### src/hw/rtl/assert_macros.svh
// -----------------------------------------------------------------------------
// assert_macros.svh
// Concurrent assertion helpers used by stepper_trapezoid_ramp.
// -----------------------------------------------------------------------------
`ifndef ASSERT_MACROS_SVH
`define ASSERT_MACROS_SVH

// property must hold at every clock edge outside reset
`define ASSERT_PROP(lbl, clk, rst_n, prop, msg) \
  lbl: assert property (@(posedge clk) disable iff (!(rst_n)) (prop)) else $error(msg);

// condition must never be true outside reset
`define ASSERT_NEVER(lbl, clk, rst_n, cond, msg) \
  lbl: assert property (@(posedge clk) disable iff (!(rst_n)) !(cond)) else $error(msg);

`endif

### src/hw/rtl/stramp_pkg.sv
// -----------------------------------------------------------------------------
// stramp_pkg
// Shared codes, widths and control structs of the stepper ramp generator.
// -----------------------------------------------------------------------------
package stramp_pkg;

  localparam int MODE_W    = 3;
  localparam int PHASE_W   = 3;
  localparam int VALUE_W   = 32;
  localparam int POS_W     = 32;
  localparam int IN_DATA_W = 40;  // value + forward, padded to bytes
  localparam int CFG_IDX_W = 3;

  // command codes
  localparam logic [MODE_W-1:0] MODE_TICK = 3'd0;
  localparam logic [MODE_W-1:0] MODE_MOVE = 3'd1;
  localparam logic [MODE_W-1:0] MODE_DIR  = 3'd2;
  localparam logic [MODE_W-1:0] MODE_SOFT = 3'd3;
  localparam logic [MODE_W-1:0] MODE_HARD = 3'd4;
  localparam logic [MODE_W-1:0] MODE_LOAD = 3'd5;

  // ramp phases
  localparam logic [PHASE_W-1:0] PH_IDLE   = 3'd0;
  localparam logic [PHASE_W-1:0] PH_ACCEL  = 3'd1;
  localparam logic [PHASE_W-1:0] PH_STEADY = 3'd2;
  localparam logic [PHASE_W-1:0] PH_DECEL  = 3'd3;
  localparam logic [PHASE_W-1:0] PH_STOP   = 3'd4;

  // configuration register indexes
  localparam logic [CFG_IDX_W-1:0] CFG_START  = 3'd0;
  localparam logic [CFG_IDX_W-1:0] CFG_TARGET = 3'd1;
  localparam logic [CFG_IDX_W-1:0] CFG_ACCEL  = 3'd2;
  localparam logic [CFG_IDX_W-1:0] CFG_DECEL  = 3'd3;
  localparam logic [CFG_IDX_W-1:0] CFG_CEIL   = 3'd4;

  // register reset values, truncated to the period width where used
  localparam int unsigned START_RESET  = 64000;
  localparam int unsigned TARGET_RESET = 16000;
  localparam int unsigned ACCEL_RESET  = 100;
  localparam int unsigned DECEL_RESET  = 100;
  localparam int unsigned CEIL_RESET   = 64000;

  typedef struct packed {
    logic start;     // latch command, load divider
    logic div_step;  // one restoring-division step
    logic apply;     // commit next state and load result register
  } stramp_cmd_t;

  typedef struct packed {
    logic out_stall; // result register holds a transaction not yet taken
  } stramp_status_t;

endpackage

### src/hw/rtl/stepper_trapezoid_ramp.sv
// -----------------------------------------------------------------------------
// stepper_trapezoid_ramp
// Trapezoidal step-period ramp generator with command stream in, state out.
//
//   channel   dir  handshake              payload
//   s_axis    in   s_axis_tvalid/tready   tuser mode, tdata value + forward
//   m_axis    out  m_axis_tvalid/tready   tuser status, tdata ramp state
//   cfg       in   cfg_we_i               cfg_index_i, cfg_data_i
//
// An accepted command is latched, the bit-serial stop-distance divider then
// forms the quotient one bit per cycle, and commit loads the result register;
// the next command is taken only after the previous one has been committed.
// A new command is accepted while the previous result waits in the output
// register; commit stalls only if that result is still not taken.
// Reset is asynchronous, active low; no clearing pass is needed.
// -----------------------------------------------------------------------------
`include "assert_macros.svh"

module stepper_trapezoid_ramp #(
  parameter int STEP_COUNT_BITS = 32,
  parameter int PERIOD_BITS     = 16
) (
  input  logic                                  clk_i,
  input  logic                                  rst_ni,
  // command stream
  input  logic                                  s_axis_tvalid,
  output logic                                  s_axis_tready,
  // [31:0] value, [32] forward, rest zero
  input  logic [stramp_pkg::IN_DATA_W-1:0]      s_axis_tdata,
  // [2:0] mode
  input  logic [stramp_pkg::MODE_W-1:0]         s_axis_tuser,
  // result stream
  output logic                                  m_axis_tvalid,
  input  logic                                  m_axis_tready,
  // period, pulse_enable, phase, position, steps_left, zero fill
  output logic [((PERIOD_BITS + 1 + stramp_pkg::PHASE_W + stramp_pkg::POS_W
                  + STEP_COUNT_BITS + 7) / 8) * 8 - 1:0] m_axis_tdata,
  // [0] status
  output logic                                  m_axis_tuser,
  // configuration
  input  logic                                  cfg_we_i,
  input  logic [stramp_pkg::CFG_IDX_W-1:0]      cfg_index_i,
  input  logic [PERIOD_BITS-1:0]                cfg_data_i
);

  localparam int OUT_BITS   = PERIOD_BITS + 1 + stramp_pkg::PHASE_W + stramp_pkg::POS_W
                              + STEP_COUNT_BITS;
  localparam int OUT_DATA_W = ((OUT_BITS + 7) / 8) * 8;

  stramp_pkg::stramp_cmd_t    cmd;
  stramp_pkg::stramp_status_t status;

  logic [PERIOD_BITS-1:0]             out_period;
  logic                               out_enable;
  logic [stramp_pkg::PHASE_W-1:0]     out_phase;
  logic [stramp_pkg::POS_W-1:0]       out_position;
  logic [STEP_COUNT_BITS-1:0]         out_steps;

  stramp_ctrl #(
    .PERIOD_BITS (PERIOD_BITS)
  ) u_ctrl (
    .clk_i      (clk_i),
    .rst_ni     (rst_ni),
    .in_valid_i (s_axis_tvalid),
    .in_ready_o (s_axis_tready),
    .status_i   (status),
    .cmd_o      (cmd)
  );

  stramp_datapath #(
    .STEP_COUNT_BITS (STEP_COUNT_BITS),
    .PERIOD_BITS     (PERIOD_BITS)
  ) u_datapath (
    .clk_i          (clk_i),
    .rst_ni         (rst_ni),
    .cmd_i          (cmd),
    .status_o       (status),
    .cfg_we_i       (cfg_we_i),
    .cfg_index_i    (cfg_index_i),
    .cfg_data_i     (cfg_data_i),
    .mode_i         (s_axis_tuser),
    .value_i        (s_axis_tdata[stramp_pkg::VALUE_W-1:0]),
    .forward_i      (s_axis_tdata[stramp_pkg::VALUE_W]),
    .out_ready_i    (m_axis_tready),
    .out_valid_o    (m_axis_tvalid),
    .out_period_o   (out_period),
    .out_enable_o   (out_enable),
    .out_phase_o    (out_phase),
    .out_position_o (out_position),
    .out_steps_o    (out_steps),
    .out_status_o   (m_axis_tuser)
  );

  assign m_axis_tdata = OUT_DATA_W'({out_steps, out_position, out_phase, out_enable,
                                     out_period});

  // a command in flight blocks the input for the next cycle
  `ASSERT_PROP(a_busy_after_accept, clk_i, rst_ni,
               (s_axis_tvalid && s_axis_tready) |=> !s_axis_tready,
               "input accepted twice in a row")
  // commit never overwrites a result still waiting
  `ASSERT_NEVER(a_no_overwrite, clk_i, rst_ni,
                cmd.apply && m_axis_tvalid && !m_axis_tready,
                "result overwritten")
  // a result appears only after a commit
  `ASSERT_PROP(a_valid_from_apply, clk_i, rst_ni,
               $rose(m_axis_tvalid) |-> $past(cmd.apply),
               "result without commit")

endmodule

### src/hw/rtl/stramp_div.sv
// -----------------------------------------------------------------------------
// stramp_div
// Bit-serial restoring divider, one quotient bit per step.
// -----------------------------------------------------------------------------
module stramp_div #(
  parameter int W = 16
) (
  input  logic         clk_i,
  input  logic         init_i,
  input  logic         step_i,
  input  logic [W-1:0] dividend_i,
  input  logic [W-1:0] divisor_i,
  output logic [W-1:0] quotient_o
);

  logic [W:0]   rem_q, rem_d;
  logic [W-1:0] quo_q, quo_d;
  logic [W:0]   rem_sh;
  logic [W:0]   rem_sub;

  assign rem_sh  = {rem_q[W-1:0], quo_q[W-1]};
  assign rem_sub = rem_sh - {1'b0, divisor_i};

  always_comb begin
    rem_d = rem_q;
    quo_d = quo_q;
    if (init_i) begin
      rem_d = '0;
      quo_d = dividend_i;
    end else if (step_i) begin
      if (rem_sh >= {1'b0, divisor_i}) begin
        rem_d = rem_sub;
        quo_d = {quo_q[W-2:0], 1'b1};
      end else begin
        rem_d = rem_sh;
        quo_d = {quo_q[W-2:0], 1'b0};
      end
    end
  end

  always_ff @(posedge clk_i) begin
    rem_q <= rem_d;
    quo_q <= quo_d;
  end

  assign quotient_o = quo_q;

endmodule

### src/hw/rtl/stramp_ctrl.sv
// -----------------------------------------------------------------------------
// stramp_ctrl
// Sequencer: accept a command, run the stop-distance division, commit.
// -----------------------------------------------------------------------------
module stramp_ctrl #(
  parameter int PERIOD_BITS = 16
) (
  input  logic                       clk_i,
  input  logic                       rst_ni,
  input  logic                       in_valid_i,
  output logic                       in_ready_o,
  input  stramp_pkg::stramp_status_t status_i,
  output stramp_pkg::stramp_cmd_t    cmd_o
);

  localparam int CNT_W = $clog2(PERIOD_BITS);

  localparam logic [1:0] ST_IDLE  = 2'd0;
  localparam logic [1:0] ST_DIV   = 2'd1;
  localparam logic [1:0] ST_APPLY = 2'd2;

  logic [1:0]       state_q, state_d;
  logic [CNT_W-1:0] cnt_q, cnt_d;

  always_comb begin
    state_d      = state_q;
    cnt_d        = cnt_q;
    in_ready_o   = 1'b0;
    cmd_o        = '0;
    unique case (state_q)
      ST_IDLE: begin
        in_ready_o = 1'b1;
        if (in_valid_i) begin
          cmd_o.start = 1'b1;
          cnt_d       = '0;
          state_d     = ST_DIV;
        end
      end
      ST_DIV: begin
        cmd_o.div_step = 1'b1;
        if (cnt_q == CNT_W'(PERIOD_BITS - 1)) begin
          state_d = ST_APPLY;
        end else begin
          cnt_d = cnt_q + 1'b1;
        end
      end
      ST_APPLY: begin
        // hold until the result register can take the new transaction
        if (!status_i.out_stall) begin
          cmd_o.apply = 1'b1;
          state_d     = ST_IDLE;
        end
      end
      default: begin
        state_d = ST_IDLE;
      end
    endcase
  end

  always_ff @(posedge clk_i or negedge rst_ni) begin
    if (!rst_ni) begin
      state_q <= ST_IDLE;
      cnt_q   <= '0;
    end else begin
      state_q <= state_d;
      cnt_q   <= cnt_d;
    end
  end

endmodule

### src/hw/rtl/stramp_datapath.sv
// -----------------------------------------------------------------------------
// stramp_datapath
// Configuration, ramp state, stop-distance divider and result register.
// -----------------------------------------------------------------------------
module stramp_datapath #(
  parameter int STEP_COUNT_BITS = 32,
  parameter int PERIOD_BITS     = 16
) (
  input  logic                                   clk_i,
  input  logic                                   rst_ni,
  input  stramp_pkg::stramp_cmd_t                cmd_i,
  output stramp_pkg::stramp_status_t             status_o,
  // configuration
  input  logic                                   cfg_we_i,
  input  logic [stramp_pkg::CFG_IDX_W-1:0]       cfg_index_i,
  input  logic [PERIOD_BITS-1:0]                 cfg_data_i,
  // command fields
  input  logic [stramp_pkg::MODE_W-1:0]          mode_i,
  input  logic [stramp_pkg::VALUE_W-1:0]         value_i,
  input  logic                                   forward_i,
  // result register
  input  logic                                   out_ready_i,
  output logic                                   out_valid_o,
  output logic [PERIOD_BITS-1:0]                 out_period_o,
  output logic                                   out_enable_o,
  output logic [stramp_pkg::PHASE_W-1:0]         out_phase_o,
  output logic [stramp_pkg::POS_W-1:0]           out_position_o,
  output logic [STEP_COUNT_BITS-1:0]             out_steps_o,
  output logic                                   out_status_o
);

  localparam int P = PERIOD_BITS;
  localparam int S = STEP_COUNT_BITS;

  // configuration registers
  logic [P-1:0] start_q, target_q, accel_q, decel_q, ceil_q;

  // ramp state
  logic [P-1:0]                      cur_q, cur_d;
  logic [S-1:0]                      rem_q, rem_d;
  logic [stramp_pkg::PHASE_W-1:0]    phase_q, phase_d;
  logic                              dir_q, dir_d;
  logic [stramp_pkg::POS_W-1:0]      pos_q, pos_d;
  logic                              gen_q, gen_d;
  logic                              status_d;

  // latched command
  logic [stramp_pkg::MODE_W-1:0]     mode_q;
  logic [stramp_pkg::VALUE_W-1:0]    value_q;
  logic                              fwd_q;

  logic                              out_valid_q;

  // tick helpers
  logic [P-1:0]                      span;
  logic [P-1:0]                      quotient;
  logic [S-1:0]                      stop_dist;
  logic                              rem_le1;
  logic [S-1:0]                      tick_rem;
  logic [stramp_pkg::PHASE_W-1:0]    tick_phase;
  logic [P-1:0]                      acc_period;
  logic [P:0]                        dec_sum;

  always_ff @(posedge clk_i or negedge rst_ni) begin
    if (!rst_ni) begin
      start_q  <= P'(stramp_pkg::START_RESET);
      target_q <= P'(stramp_pkg::TARGET_RESET);
      accel_q  <= P'(stramp_pkg::ACCEL_RESET);
      decel_q  <= P'(stramp_pkg::DECEL_RESET);
      ceil_q   <= P'(stramp_pkg::CEIL_RESET);
    end else if (cfg_we_i) begin
      unique case (cfg_index_i)
        stramp_pkg::CFG_START:  start_q  <= cfg_data_i;
        stramp_pkg::CFG_TARGET: target_q <= cfg_data_i;
        stramp_pkg::CFG_ACCEL:  accel_q  <= cfg_data_i;
        stramp_pkg::CFG_DECEL:  decel_q  <= cfg_data_i;
        stramp_pkg::CFG_CEIL:   ceil_q   <= cfg_data_i;
        default: ;
      endcase
    end
  end

  // saturating span, divided while the command waits
  assign span = (ceil_q > cur_q) ? (ceil_q - cur_q) : '0;

  stramp_div #(
    .W (P)
  ) u_div (
    .clk_i      (clk_i),
    .init_i     (cmd_i.start),
    .step_i     (cmd_i.div_step),
    .dividend_i (span),
    .divisor_i  (decel_q),
    .quotient_o (quotient)
  );

  assign stop_dist = (decel_q == '0) ? '1 : S'(quotient);

  assign rem_le1    = (rem_q <= S'(1));
  assign tick_rem   = rem_le1 ? '0 : (rem_q - S'(1));
  assign tick_phase = rem_le1 ? stramp_pkg::PH_STOP : phase_q;
  assign acc_period = (accel_q >= cur_q) ? '0 : (cur_q - accel_q);
  assign dec_sum    = {1'b0, cur_q} + {1'b0, decel_q};

  always_comb begin
    cur_d    = cur_q;
    rem_d    = rem_q;
    phase_d  = phase_q;
    dir_d    = dir_q;
    pos_d    = pos_q;
    gen_d    = gen_q;
    status_d = 1'b0;
    unique case (mode_q)
      stramp_pkg::MODE_TICK: begin
        if (gen_q) begin
          rem_d   = tick_rem;
          phase_d = tick_phase;
          pos_d   = dir_q ? (pos_q + 32'd1) : (pos_q - 32'd1);
          case (tick_phase)
            stramp_pkg::PH_ACCEL: begin
              gen_d = 1'b1;
              if (target_q >= acc_period) begin
                cur_d   = target_q;
                phase_d = stramp_pkg::PH_STEADY;
              end else begin
                cur_d = acc_period;
              end
            end
            stramp_pkg::PH_STEADY: begin
              if (tick_rem <= stop_dist) begin
                phase_d = stramp_pkg::PH_DECEL;
              end
            end
            stramp_pkg::PH_DECEL: begin
              gen_d = 1'b1;
              if ({1'b0, ceil_q} <= dec_sum) begin
                cur_d   = ceil_q;
                phase_d = stramp_pkg::PH_STOP;
              end else begin
                cur_d = dec_sum[P-1:0];
              end
            end
            stramp_pkg::PH_STOP: begin
              gen_d = 1'b0;
            end
            default: ;
          endcase
        end
      end
      stramp_pkg::MODE_MOVE: begin
        rem_d   = value_q[S-1:0];
        cur_d   = start_q;
        phase_d = stramp_pkg::PH_ACCEL;
        gen_d   = 1'b1;
      end
      stramp_pkg::MODE_DIR: begin
        dir_d = fwd_q;
      end
      stramp_pkg::MODE_SOFT: begin
        rem_d = stop_dist;
      end
      stramp_pkg::MODE_HARD: begin
        gen_d = 1'b0;
      end
      stramp_pkg::MODE_LOAD: begin
        if (value_q != '0) begin
          pos_d = value_q;
        end else begin
          status_d = 1'b1;
        end
      end
      default: ;
    endcase
  end

  always_ff @(posedge clk_i or negedge rst_ni) begin
    if (!rst_ni) begin
      cur_q       <= P'(stramp_pkg::CEIL_RESET);
      rem_q       <= '0;
      phase_q     <= stramp_pkg::PH_IDLE;
      dir_q       <= 1'b1;
      pos_q       <= '0;
      gen_q       <= 1'b0;
      out_valid_q <= 1'b0;
    end else begin
      if (cmd_i.apply) begin
        cur_q   <= cur_d;
        rem_q   <= rem_d;
        phase_q <= phase_d;
        dir_q   <= dir_d;
        pos_q   <= pos_d;
        gen_q   <= gen_d;
      end
      if (cmd_i.apply) begin
        out_valid_q <= 1'b1;
      end else if (out_ready_i) begin
        out_valid_q <= 1'b0;
      end
    end
  end

  always_ff @(posedge clk_i) begin
    if (cmd_i.start) begin
      mode_q  <= mode_i;
      value_q <= value_i;
      fwd_q   <= forward_i;
    end
    if (cmd_i.apply) begin
      out_period_o   <= cur_d;
      out_enable_o   <= gen_d;
      out_phase_o    <= phase_d;
      out_position_o <= pos_d;
      out_steps_o    <= rem_d;
      out_status_o   <= status_d;
    end
  end

  assign out_valid_o        = out_valid_q;
  assign status_o.out_stall = out_valid_q & ~out_ready_i;

endmodule
### config.mk
export PLATFORM = sky130hd
export DESIGN_NAME = stepper_trapezoid_ramp
export DESIGN_NICKNAME = d
export VERILOG_FILES = /design/src/hw/rtl/stramp_pkg.sv /design/src/hw/rtl/stepper_trapezoid_ramp.sv /design/src/hw/rtl/stramp_div.sv /design/src/hw/rtl/stramp_ctrl.sv /design/src/hw/rtl/stramp_datapath.sv
export VERILOG_INCLUDE_DIRS = /design/src /design/src/hw/rtl
export SDC_FILE = /design/constraint.sdc
export NUM_CORES = 1
export LEC_CHECK = 0
export ABC_AREA = 0
export ABC_CLOCK_PERIOD_IN_PS = 13800
export BUFFER_PORTS_ARGS = -buffer_cell sky130_fd_sc_hd__buf_4
export CORE_MARGIN = 5
export CORE_UTILIZATION = 55
export DETAILED_ROUTE_END_ITERATION = 12
export HOLD_SLACK_MARGIN = 0.08
export PLACE_DENSITY = 0.74
export REMOVE_ABC_BUFFERS = 1
export SLEW_MARGIN = 30
export SYNTH_ARGS = -nofsm -noshare
export SYNTH_HDL_FRONTEND = slang
export SYNTH_SLANG_ARGS = --single-unit
### constraint.sdc
create_clock -name clk_i -period 13.8 [get_ports clk_i]
set_input_delay 2.76 -clock clk_i [delete_from_list [all_inputs] [get_ports clk_i]]
set_output_delay 2.76 -clock clk_i [all_outputs]
set_load 0.03 [all_outputs]
==> reports/metrics.yaml, run 1 <==
grt_max_degree: 95
status: "complete, no violations"
ys_ff_latch: 325
drt-initial-drc-count: 1678
synth_seq_area_share: 0.413
hold_class: "flip-flop to flip-flop"
avgSynthCellArea_sq_um: 9.57
cp_slowest_stage_delay_ps: 600
numCtsBuffers: 38
maxCapViolCount: 0
fin_nets: 2554
clkSlewWorstSetupHoldPaths_ps: 60
ys.flop_type: "dfrtp_1"
antenna_found_initial: 0
worst_setup_path_end_kind: "flip-flop"
dieHeight_um: 206
synth_area_leaders: "edfxtp_1 19%, dfrtp_1 17%, ha_1 9.5%"
synthTopCellsByCount: "229 x nand2_1, 165 x o21ai_0, 164 x nor2_1, 161 x ha_1, 141 x dfrtp_1"
cp_cell_sequence: "ha_1 -> fa_1 -> a211o_1 -> a2111oi_2 -> o21a_1 -> o21bai_1 -> a21oi_1 -> xor2_1 -> ha_1 -> and3_1 -> a221o_1 -> a221oi_1 -> a311oi_1 -> o21ai_2 -> buf_4 -> o21ai_0 -> a221oi_1 -> a211oi_1"
antenna_cells: 0
finalHoldViolCount: 0
relSlewSlack: 0.339
clockBufferDepth: 3
io_buffers: 146
wire_per_inst_um: 21.4
initial_utilization: 0.553
period_share: 0.422
synth_top_area_share: 0.194
synthCells: 2218
via_count: 17971
period_needed_ps: 5830
cpLargestDelayFamily: "compound AO/OA/AOI/OAI gates"
grtUsageTotal: 0.283
insertion_delay_ps: 560
cpMaxStageDelayCell: "o21ai_2"
drv_slew: 0
drc_errors: 0
crit_path_start: "u_datapath.cur_q[0]"
path_class: "flip-flop to flip-flop"
grt_pass1_wl_um: 95500
synth_cell_types: 90
ys_warn_count: 0
cts_tree: "built"
grt_remaining_overflow: 0
fill_cells: 3244
wirelength_um: 61300
cts.sinks: 325
yosysMostFrequentCell: "nand2_1"
cts-root-buf: "clkbuf_16"
syn_to_final_growth_pct: 13.1
htreeDepth: 2
synth_area_leader_cell: "edfxtp_1"
synth_area_sq_mm: 0.0212
async_flop_share: 0.529
peakVddDrop_mv: 0.109
synth-edff-count: 137
hold_start: "u_datapath.u_div.rem_q[15]"
cp_data_required_time_ps: 14070
io_pins: 158
place_congestion: 0.964
startpoint_type: "flip-flop"
crit_buf_inv: 1
worstReg2RegStart: "u_datapath.cur_q[0]"
die-area_sq_mm: 0.0426
num_rows: 72
dieWidth_um: 206
worst_slew_pin_slew_ps: 987
fin_skew_ps: 17.2
fin_tns_setup_ps: 0
cts_setup_buffers: 0
cts_resized: 0
drt_pass1_iterations: 7
leakagePower_nw: 10.2
place_hpwl_um: 44400
cp.arrival_ps: 6100
grt_pass1_vias: 17483
fmax_ghz: 0.172
ant_nets: 0
fin_util: 0.626
cts_hold_buf: 0
finalSetupViolations: 0
final_layout_size_suffix_gt1_frac: 0.160
critPathMaxFanout: 15
p_per_area_mw_per_mm2: 194
rsz0062_at_grt: "false"
viasPerCell: 6.26
fp.coreArea_sq_mm: 0.0384
## placed cells by master, fill, tap and decap left out, types with 14 or more instances in the layout
master     synthesis  final
nand2_1          229    229
buf_4              7    166
o21ai_0          165    164
nor2_1           164    163
ha_1             161    161
dfrtp_1          141    141
edfxtp_1         137    137
inv_1            135    134
a21oi_1          122    120
mux2_2            73     73
xnor2_1           64     64
a21o_1            52     52
nand3_1           46     46
clkbuf_16          0     41
o21a_1            36     36
mux2i_1           34     34
nor3_1            33     32
xor2_1            31     31
a221oi_1          31     31
a22oi_1           31     31
dfstp_2           31     31
nand4_1           28     28
nor4_1            24     24
nor2b_1           22     21
a222oi_1          21     21
a22o_1            20     20
a211oi_1          19     19
nand2b_1          18     17
dfxtp_1           16     16
and3_1            14     14
o22a_1            14     14
a31oi_1           14     14
## cell type report
type	instances	area, sq um	area share
repair buffers	169	1280	0.0533
inverters	136	515	0.0215
clock buffers	54	1120	0.0469
multi-input cells	1651	11500	0.480
flip-flops and latches	325	8780	0.366
clock inverters	16	138	0.00573
well taps	518	648	0.0270
## logic make-up after synthesis
kind of cell    after synthesis  synth area share
compound gates              631             0.200
mux                         108            0.0555
flops                       325             0.413
buf+inv                     245            0.0462
simple gates                647             0.145
other cells                   1          0.000177
xor+xnor                     95            0.0392
fa+ha+maj                   166            0.0996
## stage by stage
step	total power [W]	hold slack (ps)	worst slack [ps]	area, sq um	instances
after floorplan	0.00304	426	7390	20800	2112
after global placement	0.00352	438	7780	22700	2799
after detailed placement	0.00360	443	7730	22700	2799
after CTS	0.00465	456	8020	24000	2869
after global routing	0.00498	495	7760	24000	2869
final	0.00466	459	7970	24000	2869
## report_power, final
part	internal (W)	switching, W	total, W
clock	0.000606	0.000415	0.00102
combinational	0.000959	0.00126	0.00222
sequential	0.00122	0.000195	0.00142
total	0.00279	0.00187	0.00466
## metal layers
metal,share of wire,global-route usage,wire [um]
met4,0.062,0.153,3800
met1,0.41,0.371,25200
met3,0.073,0.0457,4490
met5,0,0,0
met2,0.45,0.451,27900
## flip-flops by register name (all words and copies together) (netlist names), 32 cells and up
name / cells
u_datapath.rem_q: 32
u_datapath.out_position_o: 32
u_datapath.out_steps_o: 32
u_datapath.pos_q: 32
u_datapath.value_q: 32
## path summary, 6_finish.rpt
kind                                              endpoint  cells past startpoint  slack (ps)
worst max-delay path            u_datapath.out_period_o[9]                     18        7970
worst min-delay path            u_datapath.u_div.rem_q[15]                      2         460
worst max register to register  u_datapath.out_period_o[9]                     18        7970
worst min register to register  u_datapath.u_div.rem_q[15]                      2         460
max in group asynchronous           u_datapath.accel_q[13]                      2       10680
min in group asynchronous             u_datapath.rem_q[29]                      1        2090
## worst register-to-register path, delay by kind of cell (launching register included)
| family | cells | cell delay (ps) |
|---|---|---|
| AOI/OAI and AO/OA | 12 | 3330 |
| xor gates and xnor gates | 1 | 220 |
| adders and majority gates | 3 | 960 |
| buffers and inverters | 1 | 340 |
| DFF | 1 | 470 |
| and+or+nand+nor | 1 | 200 |
(Power assumes the default switching activity.)
==> inputs of run 2 (changes only) <==
- ABC_CLOCK_PERIOD_IN_PS: 13800 -> 5300
- PLACE_DENSITY: 0.74 -> 0.77
- clock period: 13.8 -> 5.3 ns (I/O delays scaled with it)
==> reports/metrics.yaml, run 2 (same netlist as run 1, synthesis figures left out) <==
status: "complete, no violations"
drt-initial-drc-count: 1823  # +8.6%
worst_slack_ps: 142  # -7830 ps
grt_pass1_wl_um: 97900  # +2.5%
insertion_delay_ps: 560  # about the same
ant_nets: 0  # unchanged
p_per_area_mw_per_mm2: 506  # +160%
wire_per_inst_um: 21.8  # +2.2%
grt_remaining_overflow: 0  # unchanged
cts_tree: "built"
seqPwrFrac: 0.301  # -0.003
grt_max_degree: 107  # +13%
grt_pass1_vias: 17786  # +1.7%
fin_util: 0.632  # +0.00623
finalSetupViolations: 0  # unchanged
io_pins: 158  # unchanged
cpLargestDelayFamily: "compound AO/OA/AOI/OAI gates"
clockBufferDepth: 3  # unchanged
power_switching_w: 0.00494  # +160%
p_comb_frac: 0.488  # +0.011
cts-root-buf: "clkbuf_16"
cpMaxStageDelayCell: "dfrtp_2"
io_buffers: 146  # unchanged
syn_to_final_growth_pct: 14.2
path_class: "flip-flop to flip-flop"
finalHoldViolCount: 0  # unchanged
num_rows: 72  # unchanged
dpl_cell_area_sq_mm: 0.0229  # +0.75%
dieHeight_um: 206  # unchanged
antenna_cells: 0  # unchanged
worst_slew_pin_slew_ps: 862  # -125 ps
fin_skew_ps: 20.2  # +2.95 ps
cp_cell_sequence: "ha_1 -> fa_1 -> a211o_1 -> a2111oi_4 -> o21a_1 -> o21bai_1 -> a21oi_1 -> xor2_1 -> ha_1 -> and3_1 -> a221o_1 -> a221oi_2 -> a311oi_1 -> o21ai_2 -> buf_4 -> buf_12 -> mux2_2 -> a211oi_1 -> a311oi_1"
cts_hold_buf: 0  # unchanged
cp.arrival_ps: 5440  # -660 ps
period_needed_ps: 5160  # -672 ps
pwr-share-clk: 0.211  # -0.008
drc_errors: 0  # unchanged
switching_share: 0.403  # +0.00134
maxCapViolCount: 0  # unchanged
numCtsBuffers: 37  # -2.6%
clkSlewWorstSetupHoldPaths_ps: 60  # about the same
fin_area_sq_mm: 0.0242  # +1.0%
grtUsageTotal: 0.291  # +0.00826
critPathMaxFanout: 15  # unchanged
place_hpwl_um: 45900  # +3.4%
hold_class: "flip-flop to flip-flop"
antenna_found_initial: 0  # unchanged
crit_path_start: "u_datapath.cur_q[0]"
dieWidth_um: 206  # unchanged
fin_nets: 2577  # +0.90%
cp_slowest_stage_delay_ps: 450  # -150 ps
final_layout_size_suffix_gt1_frac: 0.170  # +0.0108
drv_slew: 0  # unchanged
viasPerCell: 6.35  # +1.4%
place_congestion: 0.957  # -0.77%
startpoint_type: "flip-flop"
worstReg2RegStart: "u_datapath.cur_q[0]"
initial_utilization: 0.553  # unchanged
fp.coreArea_sq_mm: 0.0384  # unchanged
cts.sinks: 325  # unchanged
crit_buf_inv: 2  # +1
htreeDepth: 2  # unchanged
final_cell_mix: "229 x nand2_1, 186 x buf_4, 164 x o21ai_0, 161 x nor2_1, 161 x ha_1"
via_count: 18360  # +2.2%
final_common_cell: "nand2_1"
worst_setup_path_end_kind: "flip-flop"
cp_data_required_time_ps: 5580  # -8490 ps
relSlewSlack: 0.423  # +0.0840
pre_cts_ws_ps: 0.943  # -7730 ps
peakVddDrop_mv: 0.253  # +130%
wirelength_um: 63100  # +2.9%
fmax_ghz: 0.194  # +13%
internal-power_w: 0.00732  # +160%
drt_pass1_iterations: 6  # -1
hold_start: "u_datapath.fwd_q"
leakagePower_nw: 10.4  # +1.3%
die-area_sq_mm: 0.0426  # unchanged
period_share: 0.973  # +0.551
-- run 2: cell types whose count changed in the layout (fill, tap and decap cells not counted), moves of 3 or more --
cell	change
buf_4	+20
buf_12	+3
a221oi_2	+3
a221oi_1	-3
-- run 2: stage by stage --
stage               TNS, ps  hold WS, ps  cells  total power (W)
detailed placement        0          464   2817          0.00948
finish                    0          472   2890           0.0123
global route          -68.5          483   2890           0.0131
CTS                       0          477   2884           0.0121
global placement          0          439   2817          0.00923
floorplan              -158          426   2112          0.00792
-- run 2: layer usage --
metal  up-vias  share of wire  global-route usage
met5         -              0                   0
met4         0          0.070               0.170
met3       243          0.082              0.0546
met2       894           0.45               0.458
met1      8779           0.40               0.377
li1       8444              -                   -
-- run 2: repair_timing --
item / in CTS / in global routing
setup endpoints to repair: 2 / 25
resized for setup: 1 / 14
cloned: 0 / 1
pin swaps: 0 / 5
buffers inserted: 0 / 4
-- run 2: layout make-up --
class                   instances  area, sq um
well taps                     518          648
clock inverters                17          160
multi-input cells            1651        11600
flip-flops and latches        325         8780
clock buffers                  50         1050
fillers                      3192        14100
repair buffers                193         1510
inverters                     136          515
-- run 2: worst paths after layout --
check                           slack (ps)  depth (start not counted)                     endpoint
worst max-delay path                   140                         19  u_datapath.out_period_o[13]
worst min-delay path                   470                          1             u_datapath.dir_q
max in group asynchronous             3700                          2          u_datapath.cur_q[0]
min in group asynchronous              500                          1         u_datapath.rem_q[13]
worst min register to register         470                          1             u_datapath.dir_q
worst max register to register         140                         19  u_datapath.out_period_o[13]
-- run 2: power by group through the flow --
stage	clock, W	sequential [W]	combinational [W]
final	0.00259	0.00370	0.00598
after global routing	0.00274	0.00373	0.00665
after CTS	0.00263	0.00368	0.00582
after detailed placement	0	0.00372	0.00577
after global placement	0	0.00370	0.00554
after floorplan	0	0.00353	0.00439
